$ cat config.mk
export PLATFORM = sky130hd
export DESIGN_NAME = bfnc_node_mem
export DESIGN_NICKNAME = d
export VERILOG_FILES = /design/src/rtl/bfnc_pkg.sv /design/src/rtl/bfnc_node_mem.sv
export SDC_FILE = /design/constraint.sdc
export NUM_CORES = 2
export LEC_CHECK = 0
export BUFFER_PORTS_ARGS = -buffer_cell sky130_fd_sc_hd__buf_4
export CAP_MARGIN = 20
export CORE_ASPECT_RATIO = 0.7
export CORE_UTILIZATION = 35
export CTS_BUF_LIST = sky130_fd_sc_hd__clkbuf_4
export CTS_CLUSTER_DIAMETER = 30
export DETAILED_ROUTE_END_ITERATION = 8
export SLEW_MARGIN = 20
export SYNTH_ARGS = -nofsm -noshare
export SYNTH_HDL_FRONTEND = slang
export SYNTH_MEMORY_MAX_BITS = 65536
export SYNTH_SLANG_ARGS = --single-unit
$ cat constraint.sdc
create_clock -name clk -period 5.36 [get_ports clk]
set_input_delay 0.268 -clock clk [delete_from_list [all_inputs] [get_ports clk]]
set_output_delay 0.268 -clock clk [all_outputs]
set_load 0.01 [all_outputs]
$ cat src/rtl/bfnc_pkg.sv
// Types and constants shared by the negative-cycle detector.
package bfnc_pkg;

  localparam int NODE_W = 6;
  localparam int WGT_W  = 16;
  localparam int DIST_W = 64;
  localparam int EDGE_W = 2 * NODE_W + WGT_W;
  localparam int CNT_W  = NODE_W + 1;

  localparam logic signed [DIST_W-1:0] SENTINEL = 64'sd1000000000000000000;

  localparam logic CFG_NODE_COUNT  = 1'b0;
  localparam logic CFG_SOURCE_NODE = 1'b1;

  typedef enum logic [11:0] {
    ST_LOAD     = 12'b0000_0000_0001,
    ST_START    = 12'b0000_0000_0010,
    ST_SCAN_RD  = 12'b0000_0000_0100,
    ST_SCAN_EDG = 12'b0000_0000_1000,
    ST_SCAN_REL = 12'b0000_0001_0000,
    ST_NO       = 12'b0000_0010_0000,
    ST_WALK     = 12'b0000_0100_0000,
    ST_WALK_GET = 12'b0000_1000_0000,
    ST_COL_RD   = 12'b0001_0000_0000,
    ST_COL_GET  = 12'b0010_0000_0000,
    ST_EMIT_RD  = 12'b0100_0000_0000,
    ST_EMIT_OUT = 12'b1000_0000_0000
  } state_t;

  typedef struct packed {
    logic                     clr;
    logic [NODE_W-1:0]        zero_node;
    logic [NODE_W-1:0]        rd_a;
    logic [NODE_W-1:0]        rd_b;
    logic                     we;
    logic [NODE_W-1:0]        wr_addr;
    logic signed [DIST_W-1:0] wr_dist;
    logic [NODE_W-1:0]        wr_par;
  } node_req_t;

  typedef struct packed {
    logic signed [DIST_W-1:0] dist_a;
    logic signed [DIST_W-1:0] dist_b;
    logic [NODE_W-1:0]        par_a;
  } node_rsp_t;

endpackage

$ cat src/rtl/bfnc_node_mem.sv
// Distance and parent store with per-node valid bits and two read ports.
module bfnc_node_mem #(
  parameter int MAX_NODES = 63
) (
  input  logic                  clk,
  input  logic                  rst,
  input  bfnc_pkg::node_req_t   req,
  output bfnc_pkg::node_rsp_t   rsp
);

  logic signed [bfnc_pkg::DIST_W-1:0] dist_mem [0:MAX_NODES];
  logic [bfnc_pkg::NODE_W-1:0]        par  [0:MAX_NODES];
  logic [MAX_NODES:0]                 valid;

  logic signed [bfnc_pkg::DIST_W-1:0] da;
  logic signed [bfnc_pkg::DIST_W-1:0] db;
  logic [bfnc_pkg::NODE_W-1:0]        pa;
  logic                               va;
  logic                               vb;
  logic                               za;
  logic                               zb;

  always_ff @(posedge clk) begin
    if (rst) begin
      valid <= '0;
    end else if (req.clr) begin
      valid <= '0;
    end else if (req.we) begin
      valid[req.wr_addr] <= 1'b1;
    end
  end

  always_ff @(posedge clk) begin
    if (req.we) begin
      dist_mem[req.wr_addr] <= req.wr_dist;
      par[req.wr_addr]      <= req.wr_par;
    end
    da <= dist_mem[req.rd_a];
    db <= dist_mem[req.rd_b];
    pa <= par[req.rd_a];
    va <= valid[req.rd_a];
    vb <= valid[req.rd_b];
    za <= (req.zero_node != '0) && (req.rd_a == req.zero_node);
    zb <= (req.zero_node != '0) && (req.rd_b == req.zero_node);
  end

  always_comb begin
    rsp.dist_a = va ? da : (za ? '0 : bfnc_pkg::SENTINEL);
    rsp.dist_b = vb ? db : (zb ? '0 : bfnc_pkg::SENTINEL);
    rsp.par_a  = va ? pa : '0;
  end

endmodule

==> metrics <==
min Tclk post-route=4720 ps; Die Y=around 640 um; Synth Instances=9748; total CTS buffers=1191; top cell type's share of synthesized area=0.652; final-report setup violation count=0; post-route insts no fill=19882; Reg clk slew, reported paths=70 ps; Die Area=592000 sq um; reg2reg end=da[24]; CTS tree=done; Hold Crit Start=req[84]; Starting Density=0.352; sequential fraction of design power=0.521; switching power=19700 uW; hold violation count in the final report=0; ANT nets after route=0; Worst setup EP type=flop; routed wire length on met2=341000 um; worst skew pair latency=1880 ps; flop2flop setup slack=1550 ps; met3 WL=124000 um; Initial DRC Count=approximately 24000; power per cell area=328 nW/um^2; R2R cell count=9; Syn. warnings=0; Post-Syn Area per Cell=around 21 sq um; largest cells by area after synthesis=edfxtp_1, mux4_2, dfxtp_1; GRT Util Overall=0.265; initial antenna violation count=91; GP Congestion=0.857; drt total wl=~800000 um; largest net degree at the start of global routing=112; Net Sw Frac=0.252; synthesized flop and latch total=~4700; IO Pins=roughly 230; area delta synth->final=15.9%; peak supply drop=0.227 mV; Worst Skew=between 100 and 150 ps; Cell Area, Synth=206000 sq um; status=finished clean; proportion of layout cells with a drive suffix above 1=0.406; CP startpoint kind=input pin; Worst R2R Start=dist_mem[47][24]; total clock sinks=4682; Leakage=0.0753 uW; Min-Delay Path Class=input pin to flop; Crit path required time=just over 7000 ps; combinational share of power=0.088; Die X=919 um; PortBufs=between 200 and 250; clk buf depth=5; hold path cells=5; fill cell count=51600; Pre-Repair DR Iteration Count=8; RSZ-0062 raised after global routing=no; total vias in the final route=129017; Wirelength per Cell=40.1 um; setup TNS=0 ps; nets=11245; max frequency=212 MHz; Hold Path Sink=da[40]; post-CTS setup buffer count=0; asr flop ratio synth=0; Final Max Tran Viols=0; Netlist cell types=53; Clock power frac=0.391; highest routed layer=met5; crit share post-route=0.881; H-tree depth=7; register area share after synthesis=0.672; Post-synth EDFFs=4480; gr ovfl total=0; worst-margin pin slew=between 1000 and 1500 ps; CP Class=input pin to flop; most frequent cell after synthesis=edfxtp_1; worst relative slew slack=0.120; CP arrival=6500 ps; vias per inst=6.49; cell taking the most area after synthesis=edfxtp_1; first-pass GRT wire length=1080000 um; crit path max fanout=17; root buf cell=clkbuf_4; total placed cells including tap cells=17424; # DRC=0; vias in the first global route=about 130k; M1 WL=just under 300000 um; Core ar.=586000 sq um; num rows=235; Internal=58700 uW; max_cap viols=0; HPWL after DPL=457000 um; Post-Syn Nets=9846; top post-synthesis cells by count=edfxtp_1, mux4_2, o22ai_1; Main synth FF type=edfxtp_1
## power groups by stage
stage	logic [uW]	clock network (uW)	registers, uW
4_1_cts	6800	30900	40900
3_3_place_gp	6320	0	41700
2_1_floorplan	3680	0	41300
6_report	6890	30600	40900
3_5_place_dp	6410	0	41700
5_1_grt	7110	32700	40900
## cell usage in the layout, fill, tap and decap left out, types with 62 or more instances in the layout
master,instances
a21oi_1,150
a221oi_1,143
a22o_1,148
a22oi_1,96
and2_1,88
buf_12,219
buf_4,492
clkbuf_4,1738
clkinv_1,199
dfxtp_1,200
diode_2,106
dlygate4sd3_1,271
edfxtp_1,4480
mux2i_1,179
mux4_2,2163
nor2_1,76
nor2_4,69
nor3_1,82
nor4_1,62
o21a_1,64
o221ai_1,81
o22a_1,94
o22ai_1,497
## state kept, by name, indices dropped and copies added, names as in the netlist, 6 cells and up
| signal | cells |
|---|---|
| dist_mem | 4096 |
| par | 384 |
| valid | 64 |
| db | 64 |
| pa | 6 |
| da | 64 |
## through the flow
step | util | instance area (sq um) | setup WS (ps) | total power [uW] | hold WS, ps
floorplan | - | 206000 | 812 | 45000 | 367
global placement | 0.375 | 220000 | 1370 | 48000 | 459
detailed placement | 0.375 | 220000 | 1290 | 48100 | 472
CTS | 0.407 | 239000 | 557 | 78600 | 6.90
global route | 0.408 | 239000 | 618 | 80700 | 109
finish | 0.408 | 239000 | 636 | 78400 | 130
## logic make-up after synthesis
family	synth area share
DFF	0.672
AOI/OAI and AO/OA	0.0495
and+or+nand+nor	0.0122
xor gates and xnor gates	0.000510
buffers and inverters	0.0205
muxes	0.245
## timing repair
action	in CTS	in global routing
hold endpoints to repair	8700	0
gates resized for setup	0	0
hold buffers	348	0
## layout make-up
cell class,count,area (sq um),share of cell area
antenna,106,265,0.00111
clock buffer,1738,13000,0.0546
clock inverter,263,1410,0.00588
inverter,2,10.0,0.0000419
multi-input combinational,4249,64100,0.268
sequential,4682,139000,0.580
tap,7821,9790,0.0409
timing repair buffer,1021,11800,0.0492
## worst max-delay path, cell delays in order
cell and delay, ps:
dlygate4sd3_1 530, dlygate4sd3_1 600, buf_4 320, dlygate4sd3_1 1280, buf_4 480, or2_2 780
o221ai_1 250, a21oi_1 480, dlygate4sd3_1 760, o22a_1 170, dlygate4sd3_1 540
## how the worst max path moves through the flow
stage / startpoint / end / cells past startpoint / slack, ps
detailed placement: req[83] / da[0] / 8 / 1290
global route: va / rsp[3] / 4 / 620
global placement: req[83] / da[0] / 7 / 1370
finish: req[80] / db[56] / 11 / 640
floorplan: req[75] / dist_mem[32][0] / 4 / 810
CTS: va / rsp[3] / 4 / 560
## layer usage
layer	global-route usage	up-vias
li1	-	47013
met1	0.362	68364
met2	0.374	11613
met3	0.0931	1977
met4	0.132	50
met5	0.000967	-
Note: power is estimated with default switching activity, not from simulation.
